--- config.mk ---
export PLATFORM = sky130hd
export DESIGN_NAME = pmit_ctrl
export DESIGN_NICKNAME = d
export VERILOG_FILES = /design/src/hw/rtl/pmit_pkg.sv /design/src/hw/rtl/pmit_ctrl.sv
export SDC_FILE = /design/constraint.sdc
export NUM_CORES = 1
export LEC_CHECK = 0
export ABC_AREA = 1
export ABC_CLOCK_PERIOD_IN_PS = 1800
export BUFFER_PORTS_ARGS = -buffer_cell sky130_fd_sc_hd__buf_2
export CORE_AREA = 8 8 45 47
export DETAILED_ROUTE_END_ITERATION = 16
export DIE_AREA = 0 0 53 55
export SLEW_MARGIN = 0
export SYNTH_ARGS = -nofsm -noshare
export SYNTH_HDL_FRONTEND = slang
export SYNTH_SLANG_ARGS = --single-unit
--- constraint.sdc ---
create_clock -name i_clk -period 1.8 [get_ports i_clk]
set_clock_uncertainty 0.05 [all_clocks]
set_input_delay 0.09 -clock i_clk [delete_from_list [all_inputs] [get_ports i_clk]]
set_output_delay 0.09 -clock i_clk [all_outputs]
set_load 0.02 [all_outputs]
--- src/hw/rtl/pmit_pkg.sv ---
package pmit_pkg;

    localparam int COORD_W = 16;
    localparam int MASS_W  = 16;
    localparam int DIFF_W  = COORD_W + 1;
    localparam int MSC_W   = MASS_W + 1;
    localparam int PROD_W  = 2 * DIFF_W;
    localparam int DIAG_W  = PROD_W + 1;
    localparam int TERM_W  = DIAG_W + MSC_W;
    localparam int ACC_W   = 64;
    localparam int CFG_IDX_W  = 8;
    localparam int CFG_DATA_W = 16;
    localparam int NUM_ACC = 6;

    localparam logic [CFG_IDX_W-1:0] REG_CENTROID_X  = 8'd0;
    localparam logic [CFG_IDX_W-1:0] REG_CENTROID_Y  = 8'd1;
    localparam logic [CFG_IDX_W-1:0] REG_CENTROID_Z  = 8'd2;
    localparam logic [CFG_IDX_W-1:0] REG_WEIGHTED    = 8'd3;

    localparam int ACC_XX = 0;
    localparam int ACC_YY = 1;
    localparam int ACC_ZZ = 2;
    localparam int ACC_XY = 3;
    localparam int ACC_XZ = 4;
    localparam int ACC_YZ = 5;

    localparam logic [MSC_W-1:0] UNIT_MASS = 17'd256;

    typedef struct packed {
        logic load;
        logic mul;
        logic scale;
        logic commit;
    } t_cmd;

    typedef struct packed {
        logic can_commit;
    } t_status;

endpackage

--- src/hw/rtl/pmit_ctrl.sv ---
module pmit_ctrl (
    input  logic              i_clk,
    input  logic              i_rst_n,
    input  logic              i_in_valid,
    input  pmit_pkg::t_status i_status,
    output pmit_pkg::t_cmd    o_cmd,
    output logic              o_in_stall
);

    typedef enum logic [3:0] {
        S_IDLE  = 4'b0001,
        S_MUL   = 4'b0010,
        S_SCALE = 4'b0100,
        S_ACC   = 4'b1000
    } t_state;

    t_state r_state;
    t_state n_state;

    always_comb begin
        n_state = r_state;
        o_cmd   = '0;
        unique case (r_state)
            S_IDLE: begin
                if (i_in_valid) begin
                    o_cmd.load = 1'b1;
                    n_state    = S_MUL;
                end
            end
            S_MUL: begin
                o_cmd.mul = 1'b1;
                n_state   = S_SCALE;
            end
            S_SCALE: begin
                o_cmd.scale = 1'b1;
                n_state     = S_ACC;
            end
            S_ACC: begin
                if (i_status.can_commit) begin
                    o_cmd.commit = 1'b1;
                    n_state      = S_IDLE;
                end
            end
            default: n_state = S_IDLE;
        endcase
    end

    always_ff @(posedge i_clk) begin
        if (!i_rst_n) begin
            r_state <= S_IDLE;
        end else begin
            r_state <= n_state;
        end
    end

    assign o_in_stall = (r_state != S_IDLE);

endmodule

Yosys cells after proc, flatten, opt, wreduce, memory -nomap -nowiden
Index checks and enable logic that the tools add are counted.
W data, S select, Z words.
{"block": "word_totals", "regBits": 4, "input_bits": 4, "out_inout_bits": 5, "elab_cells": 18}
{"block": "classes", "eq_ne": 7, "muxes": 9, "reduce_logical": 1}
{"cell": "$pmux W4 S4", "count": 1}
{"cell": "$mux W4", "count": 2}
{"cell": "$mux W1", "count": 6}
{"cell": "$eq A4 B1 Y1 const B", "count": 1}
{"cell": "$eq A4 B2 Y1 const B", "count": 1}
{"cell": "$eq A4 B3 Y1 const B", "count": 1}
{"cell": "$eq A4 B4 Y1 const B", "count": 1}
{"cell": "$ne A2 B2 Y1 const B", "count": 2}
{"cell": "$ne A4 B1 Y1 const B", "count": 1}
{"cell": "$reduce_and A2 Y1", "count": 1}

Longest topological paths before layout
Gate-level depths: netlist of run 1.
{"block": "depth", "depth_word": 3, "mapped_depth": 7, "ltp_nobuf": 7}

Worst setup path after synthesis of run 1
Ideal clock, no wire load.
{"block": "synth_path", "path_type": "reg-to-output", "from": "reg r_state[0]", "to": "out o_cmd[3] in the netlist's numbering", "arrival_ns": 0.927, "required_ns": 1.660, "setup_slack_ns": 0.733, "stages_incl_launch_ff": 5, "n_path_buf": 0, "path_cell_list": "dfxtp_1 > inv_1 > nor2_2 > nand2_2 > nor2_1"}
{"item": "from (decl)", "line": "pmit_ctrl.sv:17", "source": "t_state r_state;"}
{"item": "from (signal assigned)", "line": "pmit_ctrl.sv:52", "source": "r_state <= n_state;"}
{"item": "to (decl)", "line": "pmit_ctrl.sv:6", "source": "output pmit_pkg::t_cmd o_cmd,"}

==> results of run 1 <==
critical path, delay by kind of cell (launching register included):
family	cells	cell delay [ns]
and+or+nand+nor	3	0.28
DFF	1	0.34
buffers and inverters	2	0.22
worst max-delay path by stage:
stage,to,cells after the start
5_1_grt,o_cmd[0],5
4_1_cts,o_cmd[3],5
3_3_place_gp,r_state[0],6
2_1_floorplan,o_cmd[3],4
6_report,o_cmd[3],5
3_5_place_dp,o_cmd[3],5
area by class of cell:
class	count	area, um^2
clock buffer	3	22.5
fill	156	1070
inverter	12	45.0
multi-input combinational	23	104
sequential	4	80.1
tap	16	20.0
timing repair buffer	8	40.0
kinds of logic (layout without fill, tap and decap cells):
| logic type | after synthesis | count (layout) | synth area share (%) |
|---|---|---|---|
| flops | 4 | 4 | 33.9 |
| simple gates | 22 | 22 | 41.8 |
| buf+inv | 13 | 23 | 22.2 |
| compound gates | 1 | 1 | 2.11 |
power breakdown:
group	internal (W)	switching [W]	total, W	leakage, nW
Sequential	0.0000948	0.00000413	0.0000989	0.0327
Clock	0.0000746	0.0000379	0.000112	0.0138
Combinational	0.0000204	0.0000368	0.0000573	0.155
Total	0.000190	0.0000788	0.000269	0.202
cell usage in the layout (no fill, tap or decap), drive strengths merged:
| master | n |
|---|---|
| nor2 | 10 |
| inv | 12 |
| nor3 | 1 |
| dfxtp | 4 |
| nand3 | 2 |
| a21oi | 1 |
| clkbuf | 3 |
| nand2 | 9 |
| buf | 8 |
metal layers:
layer	GRT usage, %	up-vias	part of all wire, %
li1	-	131	-
met1	3.80	89	47
met2	4.69	9	35
met3	2.14	4	7.9
met4	10.3	0	9.5
met5	0	-	0
stage by stage:
stage               power [W]  instances  util (%)
floorplan            0.000144         40         -
global placement     0.000159         63      20.9
detailed placement   0.000159         63      20.9
CTS                  0.000274         66      22.5
global route         0.000293         66      22.5
finish               0.000269         66      22.5
==> summary.md, run 1 <==
| Metric | Value |
|---|---|
| Cts repair resizes | `0` |
| Max Fclk | `slightly above 800 MHz` |
| Fin worst setup slack | `between 0.5 and 0.6 ns` |
| DP Wirelength | `just under 400 um` |
| Routed via count | `between 200 and 250` |
| Root Buffer | `clkbuf_4` |
| Cell breakdown of the critical path | `inv_1, nor2_2, nand2_2, nor2_1, buf_2` |
| Gate Count Post-Synth | `40` |
| Placer Congestion | `between 0.7 and 0.8` |
| Biggest register | `r_state` |
| Ports | `9` |
| First-pass GRT wire length | `about 800 um` |
| DRT Pass-1 Iters | `4` |
| Total GRT Usage | `between 4 and 5%` |
| Post-CTS Hold Buffers | `0` |
| Hold Path Cell Cnt | `4` |
| Cell row count | `14` |
| Regs by FF count | `r_state x4` |
| Kind of critical path | `flop to output port` |
| TritonCTS clock tree | `yes` |
| Most common flop cell mapped by yosys | `dfxtp_1` |
| Overflow after GRT | `0` |
| Hold path startpoint | `i_rst_n` |
| Detailed Route WL | `approximately 480 um` |
| Start point of the critical path | `r_state[0]` |
| Design area | `between 300 and 400 um^2` |
| Post-Syn Nets | `between 40 and 50` |
| Initial core utilization | `between 10% and 20%` |
| Synth cell types | `11` |
| Hold EP | `r_state[0]` |
| Antenna violations before repair | `0` |
| Top-area cell type share of the netlist area | `approximately a third` |
| Die area | `~3000 um^2` |
| Share of cells above drive strength 1 | `a little under a third` |
| 1st-iter DRT viols | `5` |
| WL/cell | `7.30 um` |
| NumNets Final | `56` |
| Worst EP required | `about 1.7 ns` |
| Synth-to-Final Area Change | `31.7%` |
| Vias per cell | `about 3.5` |
| Commonest cells post-synth | `12 x inv_1, 8 x nand2_1, 8 x nor2_1, 4 x dfxtp_1, 2 x nor2_2` |
| Ys Warns | `0` |
| Worst R2R Path Depth | `7` |
| Clock slew at reported path FFs | `0.04 ns` |
| Static Leakage | `about 0.20 nW` |
| Die Wd | `between 50 and 60 um` |
| Area of the mapped netlist | `between 200 and 250 um^2` |
| EDFF count, synth | `0` |
| Num Clock Sinks | `4` |
| Core ar. | `1380 um^2` |
| Vias in the first global route | `210` |
| DP Worst Slack | `0.814 ns` |
| Placed cell area | `~290 um^2` |
| Max-slew violations | `0` |
| Height of the chip | `about 55 um` |
| Worst hold path type | `input pin to flop` |
| Diode count | `0` |
| R2R setup slack | `slightly above 0.8 ns` |
| Seq/Total Area, Yosys | `between 30 and 40%` |
| Worst rel slew slack | `roughly 88%` |
| Maximum vdd drop | `between 0.2 and 0.25 mV` |
| I/O Buffers | `8` |
| Hold_ws | `0.0602 ns` |
| Crit-path max FO | `4` |
| Status | `completed` |
| Max stage delay on crit path | `approximately 0.34 ns` |
| Worst-case clock buffer depth | `2` |
| Post-CTS Setup Repair Bufs | `0` |
| Minimum clock period | `1.22 ns` |
| Final Cycle Share | `about two thirds` |
| Mapped Avg Cell Area | `roughly 5.9 um^2` |
| Antenna Nets Post-Route | `0` |
| Maxcap violations | `0` |
| Critical path's slowest cell | `dfxtp_1` |
| Top-count cell post-synth | `inv_1` |
| Worst Setup Start Kind | `flop` |
| Worst R2R Start | `r_state[3]` |
| Num CTS Buffers | `3` |
| Worst Path Arrival | `1.08 ns` |
| Main area contributors after synthesis | `dfxtp_1 34%, inv_1 19%, nand2_1 13%` |
| Synth area leader | `dfxtp_1` |
| #FFs+latches synth | `4` |
| Largest net degree at the start of global routing | `5` |
| Unrepaired setup endpoints after global routing | `false` |
| Max reg flops | `4` |
| Fin. Hold Viols | `0` |
| Setup crit end kind | `output port` |
| Clk_lat worst skew | `between 0.2 and 0.25 ns` |
| Setup TNS | `0 ns` |
| Tightest Pin Transition | `0.175 ns` |
| Drc violations | `0` |
| Worst reg2reg endpoint | `r_state[0]` |
| Ys async rst share | `0%` |
| Final setup fails | `0` |
| H-tree depth | `1` |
| Pwr Density | `862 nW/um^2` |
No activity file was read; power rests on OpenSTA's default activity.
==> run 2: changes to the inputs <==
Settings changed: ABC_AREA 1 to 0, ABC_CLOCK_PERIOD_IN_PS 1800 to 1000.
Clock period 1.8 ns to 1 ns, I/O delays scaled along.
==> summary.md, run 2 <==
| Metric | Value |
|---|---|
| Cell breakdown of the critical path | `nor4b_4, and2_4, buf_6` |
| DRT Pass-1 Iters | `2 (-2)` |
| Worst rel slew slack | `83.9% (-4.4 points)` |
| Ports | `9 (unchanged)` |
| Clk_lat worst skew | `0.24 ns (about the same)` |
| Height of the chip | `55 um (unchanged)` |
| 1st-iter DRT viols | `1 (-4)` |
| Vias per cell | `4.32 (+22%)` |
| Static Leakage | `0.220 nW (+8.7%)` |
| Worst Setup Start Kind | `flop` |
| Routed via count | `259 (+11%)` |
| Fin worst setup slack | `-0.293 ns (-0.869 ns)` |
| Gate Count Post-Synth | `24 (-40%)` |
| Met3 WL | `26 um (-32%)` |
| Commonest cells post-synth | `4 x dfxtp_1, 3 x nor3_1, 3 x nor4b_2` |
| DP Wirelength | `485 um (+22%)` |
| Seq/Total Area, Yosys | `34.8% (+0.92 points)` |
| Synth-to-Final Area Change | `111%` |
| H-tree depth | `1 (unchanged)` |
| Max stage delay on crit path | `0.35 ns (about the same)` |
| Fin. Hold Viols | `0 (unchanged)` |
| Area of the mapped netlist | `230 um^2 (-2.6%)` |
| Worst EP required | `0.90 ns (-0.76 ns)` |
| WL/cell | `12.9 um (+76%)` |
| Synth cell types | `14 (+3)` |
| EDFF count, synth | `0 (unchanged)` |
| Overflow after GRT | `0 (unchanged)` |
| Antenna Nets Post-Route | `0 (unchanged)` |
| Final Power | `0.000519 W (+93%)` |
| Share of cells above drive strength 1 | `65.9% (+36 points)` |
| Post-Syn Nets | `28 (-36%)` |
| NumNets Final | `49 (-13%)` |
| DR WL met2 | `399 um (+130%)` |
| Max-slew violations | `0 (unchanged)` |
| I/O Buffers | `8 (unchanged)` |
| Worst hold path type | `input pin to flop` |
| Switching Share | `26.8% (-2.6 points)` |
| Status | `complete, but fails checks` |
| Top Layer Used | `met3` |
| Cell row count | `14 (unchanged)` |
| Critical path's slowest cell | `dfxtp_4` |
| Worst Path Arrival | `1.19 ns (+0.11 ns)` |
| Tightest Pin Transition | `0.240 ns (+0.0651 ns)` |
| Antenna violations before repair | `0 (unchanged)` |
| Vias in the first global route | `293 (+40%)` |
| Final setup fails | `8 (+8)` |
| Final Cycle Share | `129%` |
| Core ar. | `1380 um^2 (unchanged)` |
| Clock share of power | `44.3% (+2.4 points)` |
| Placer Congestion | `0.762 (-0.13%)` |
| Finished Layout Cells | `60 (-9.1%)` |
| Unrepaired setup endpoints after global routing | `true` |
| Reg power frac | `33.6% (-3.2 points)` |
| Pwr Density | `1070 nW/um^2 (+24%)` |
| Clock slew at reported path FFs | `0.04 ns (about the same)` |
| Main area contributors after synthesis | `dfxtp_1 35%, nor4b_2 20%, nor3_1 6.5%` |
| Ys Warns | `0 (unchanged)` |
| Diode count | `0 (unchanged)` |
| Cell-internal power | `0.000380 W (+100%)` |
| Ys async rst share | `0% (unchanged)` |
| Total GRT Usage | `6.33% (+1.9 points)` |
| Worst-case clock buffer depth | `2 (unchanged)` |
| Failing checks | `negative setup slack` |
| Kind of critical path | `flop to output port` |
| Mapped Avg Cell Area | `9.59 um^2 (+62%)` |
| Minimum clock period | `around 1.3 ns` |
| Root Buffer | `clkbuf_4` |
| Top-area cell type share of the netlist area | `34.8% (+0.92 points)` |
| Commonest non-fill, non-tap cell in the layout | `buf_6` |
| Most common flop cell mapped by yosys | `dfxtp_1` |
| Sw power | `0.000139 W (+76%)` |
| First-pass GRT wire length | `1.28 mm (+60%)` |
| Routed met1 length | `347 um (+54%)` |
| Detailed Route WL | `773 um (+60%)` |
| Maxcap violations | `0 (unchanged)` |
| Drc violations | `0 (unchanged)` |
| Top-count cell post-synth | `dfxtp_1` |
| Maximum vdd drop | `0.503 mV (+120%)` |
| Max Fclk | `about 770 MHz` |
| Synth area leader | `dfxtp_1` |
| Setup crit end kind | `output port` |
| #FFs+latches synth | `4 (unchanged)` |
| Num Clock Sinks | `4 (unchanged)` |
| Num CTS Buffers | `3 (unchanged)` |
| Largest net degree at the start of global routing | `7 (+2)` |
| Initial core utilization | `16.6% (-0.45 points)` |
| Biggest register | `r_state` |
| Regs by FF count | `r_state x4` |
| Crit-path max FO | `3 (-1)` |
| Die area | `2920 um^2 (unchanged)` |
| Max reg flops | `4 (unchanged)` |
| TritonCTS clock tree | `yes` |
| Die Wd | `53 um (unchanged)` |
| Inst Count DP | `51 (-19%)` |
| Combinational share of power | `22.2% (+0.9 points)` |
==> run 2: cell count changes in the layout (fill, tap and decap cells not counted), sizes merged, moves of 2 or more <==
cell / previous run / this run
nor3: 1 / 3
and2: 0 / 2
nor4b: 0 / 3
and3: 0 / 2
nand2: 9 / 1
inv: 12 / 1
nand3: 2 / 0
nor2: 10 / 2
buf: 8 / 16
==> run 2: cells by family (layout without fill, tap and decap cells) <==
family | count (synthesis) | after routing | share of synthesized area, %
AO/OA/AOI/OAI | 1 | 1 | 3.81
buffers and inverters | 2 | 22 | 4.89
flip-flops | 4 | 4 | 34.8
multiplexers | 1 | 1 | 4.35
AND/OR/NAND/NOR | 16 | 16 | 52.2
==> run 2: repair_timing <==
item,4_1_cts,5_1_grt
hold endpoints to repair,1,0
setup buffers,3,1
hold buffers,1,0
gates resized for setup,20,4
endpoints found under the setup margin,9,8
pin swaps,5,4
==> run 2: area by class of cell <==
class                           instances  area (um^2)
Fill cell                             137          898
Multi-Input combinational cell         18          183
Timing Repair Buffer                   17          160
Sequential cell                         4         92.6
Clock buffer                            4         26.3
Tap cell                               16         20.0
Inverter                                1         3.75
==> run 2: routing by layer <==
layer	up-vias	GRT usage [%]
met2	8	10.4
li1	126	-
met1	125	5.75
met4	0	5.17
met3	0	3.48
met5	-	0
==> run 2: power by group through the flow <==
stage	Combinational (W)	Clock, W	Sequential, W
3_5_place_dp	0.0000774	0	0.000179
5_1_grt	0.000122	0.000263	0.000175
3_3_place_gp	0.0000772	0	0.000179
6_report	0.000115	0.000230	0.000174
4_1_cts	0.000112	0.000238	0.000173
2_1_floorplan	0.0000421	0	0.000182
==> run 2: worst max-delay path: cells and delay by family, from the launching register on <==
family | cells | cell delay [ns]
buffers and inverters | 1 | 0.11
DFF | 1 | 0.35
and+or+nand+nor | 2 | 0.50
==> run 2: worst paths after layout <==
kind	start	slack, ns	endpoint	cells past startpoint
hold reg to reg	r_state[3]	0.59	r_state[1]	2
hold / removal	i_in_valid	0.04	r_state[1]	2
setup reg to reg	r_state[3]	-0.13	r_state[0]	4
setup / recovery	r_state[3]	-0.29	o_cmd[3]	3
==> run 2: metrics by stage <==
stage	hold slack (ns)	setup TNS [ns]	util, %	setup slack (ns)	instance area, um^2
after floorplan	0.0901	-0.171	-	-0.171	246
after global placement	0.235	-0.380	23.8	-0.113	329
after detailed placement	0.237	-0.379	23.8	-0.120	329
after CTS	0.0351	-1.52	33.5	-0.295	463
after global routing	0.0374	-1.93	35.1	-0.326	485
final	0.0378	-1.51	35.1	-0.293	485
==> run 3: changes to the inputs <==
Settings changed: ABC_CLOCK_PERIOD_IN_PS 1000 to 1600.
Clock period 1 ns to 1.6 ns, I/O delays scaled along.
==> summary.md, run 3 (synthesized netlist as in run 2, its figures left out) <==
| Metric | Value |
|---|---|
| Multi-input combinational cell area | `139 um^2 (-24%)` |
| DRT Pass-1 Iters | `2 (unchanged)` |
| Overflow after GRT | `0 (unchanged)` |
| Commonest cells after routing, fill and taps aside | `8 x buf_2, 4 x dfxtp_1, 3 x nor4b_2, 3 x nor3_1, 3 x clkbuf_4` |
| Synth-to-Final Area Change | `32.6%` |
| Maximum vdd drop | `0.260 mV (-48%)` |
| Vias per cell | `4.32 (about the same)` |
| Routed via count | `216 (-17%)` |
| Post-CTS Setup Repair Bufs | `0 (-3)` |
| Height of the chip | `55 um (unchanged)` |
| Vias in the first global route | `233 (-20%)` |
| Unrepaired setup endpoints after global routing | `false` |
| Antenna violations before repair | `0 (unchanged)` |
| Fin. Hold Viols | `0 (unchanged)` |
| Layout filler cell count | `151 (+10%)` |
| Clk_lat worst skew | `0.23 ns (about the same)` |
| Num CTS Buffers | `3 (unchanged)` |
| Minimum clock period | `1.50 ns` |
| Die Wd | `53 um (unchanged)` |
| Placed cell area | `283 um^2 (-14%)` |
| Worst hold path type | `input pin to flop` |
| Finished Layout Cells | `50 (-17%)` |
| TritonCTS clock tree | `yes` |
| Setup crit end kind | `output port` |
| Regs by FF count | `r_state x4` |
| Post-CTS Hold Buffers | `0 (-1)` |
| Initial core utilization | `16.6% (unchanged)` |
| Final Cycle Share | `93.5%` |
| Static Leakage | `0.139 nW (-37%)` |
| Pwr Density | `892 nW/um^2 (-17%)` |
| Detailed Route WL | `537 um (-31%)` |
| Max-slew violations | `0 (unchanged)` |
| Diode count | `0 (unchanged)` |
| NumNets Final | `40 (-18%)` |
| Root Buffer | `clkbuf_4` |
| Total GRT Usage | `4.86% (-1.5 points)` |
| WL/cell | `10.7 um (-17%)` |
| Worst EP required | `1.47 ns (+0.57 ns)` |
| First-pass GRT wire length | `966 um (-25%)` |
| Worst rel slew slack | `78.9% (-5.0 points)` |
| 1st-iter DRT viols | `5 (+4)` |
| Kind of critical path | `flop to output port` |
| Biggest register | `r_state` |
| H-tree depth | `1 (unchanged)` |
| Worst Setup Start Kind | `flop` |
| Cts repair resizes | `0 (-100%)` |
| Inst Count DP | `47 (-7.8%)` |
| Cell row count | `14 (unchanged)` |
| Worst Path Arrival | `1.37 ns (+0.18 ns)` |
| Final core utilization | `22.1% (-13 points)` |
| Max Fclk | `about 670 MHz` |
| Maxcap violations | `0 (unchanged)` |
| Final setup fails | `0 (-8)` |
| Setup TNS | `0 ns (+1.51 ns)` |
| Status | `completed` |
| I/O Buffers | `8 (unchanged)` |
| Commonest non-fill, non-tap cell in the layout | `buf_2` |
| Share of cells above drive strength 1 | `41.2% (-25 points)` |
| Placer Congestion | `0.699 (-8.2%)` |
| Largest net degree at the start of global routing | `9 (+2)` |
| Die area | `2920 um^2 (unchanged)` |
| Tightest Pin Transition | `0.316 ns (+0.0758 ns)` |
| Design area | `305 um^2 (-37%)` |
| Num Clock Sinks | `4 (unchanged)` |
| Worst-case clock buffer depth | `2 (unchanged)` |
| Clock slew at reported path FFs | `0.04 ns (about the same)` |
| Crit-path max FO | `8 (+5)` |
| Sequential cell area | `80.1 um^2 (-14%)` |
| Max reg flops | `4 (unchanged)` |
| Antenna Nets Post-Route | `0 (unchanged)` |
| Ports | `9 (unchanged)` |
| Drc violations | `0 (unchanged)` |
| DP Wirelength | `424 um (-13%)` |
| Core ar. | `1380 um^2 (unchanged)` |
[run 3: cell types whose count changed in the layout (fill, tap and decap cells not counted), moves of 3 or more]
| cell | before | now |
|---|---|---|
| dfxtp_4 | 3 | 0 |
| nor4b_4 | 3 | 0 |
| buf_4 | 3 | 0 |
| nor4b_2 | 0 | 3 |
| buf_6 | 10 | 0 |
| buf_2 | 3 | 8 |
| dfxtp_1 | 0 | 4 |
[run 3: metrics by stage]
stage | worst slack, ns | total power (W) | hold slack (ns)
after detailed placement | 0.335 | 0.000152 | 0.256
after global routing | 0.00122 | 0.000295 | 0.0142
after floorplan | 0.260 | 0.000138 | 0.108
final | 0.104 | 0.000272 | 0.0178
after global placement | 0.413 | 0.000151 | 0.258
after CTS | 0.0944 | 0.000280 | 0.0134
[run 3: area by class of cell]
| type | count | area share [%] |
|---|---|---|
| Clock buffer | 3 | 7.38 |
| Inverter | 1 | 1.23 |
| Multi-Input combinational cell | 18 | 45.5 |
| Sequential cell | 4 | 26.2 |
| Tap cell | 16 | 6.56 |
| Timing Repair Buffer | 8 | 13.1 |
[run 3: path summary, 6_finish.rpt]
kind	start	to	slack, ns	depth (start not counted)
max	r_state[0]	o_cmd[3]	0.10	3
min reg2reg	r_state[1]	r_state[3]	0.59	2
min	i_rst_n	r_state[0]	0.02	2
max reg2reg	r_state[2]	r_state[0]	0.44	3
[run 3: power by group]
| group | switching [W] | internal, W | total, W |
|---|---|---|---|
| clock network | 0.0000383 | 0.0000837 | 0.000122 |
| registers | 0.00000842 | 0.000104 | 0.000113 |
| logic | 0.0000199 | 0.0000176 | 0.0000375 |
| total | 0.0000667 | 0.000206 | 0.000272 |
[run 3: metal layers]
| metal | part of all wire, % | wire length (um) | GRT usage (%) |
|---|---|---|---|
| met2 | 54 | 291 | 7.23 |
| met5 | 0 | 0 | 0 |
| met1 | 41 | 219 | 4.25 |
| met4 | 0 | 0 | 6.47 |
| met3 | 5.0 | 27 | 2.41 |
[run 3: worst max-delay path, stage by stage (launching register included)]
cell     delay, ns
dfxtp_1       0.46
nor4b_2       0.34
and2_1        0.18
buf_2         0.16
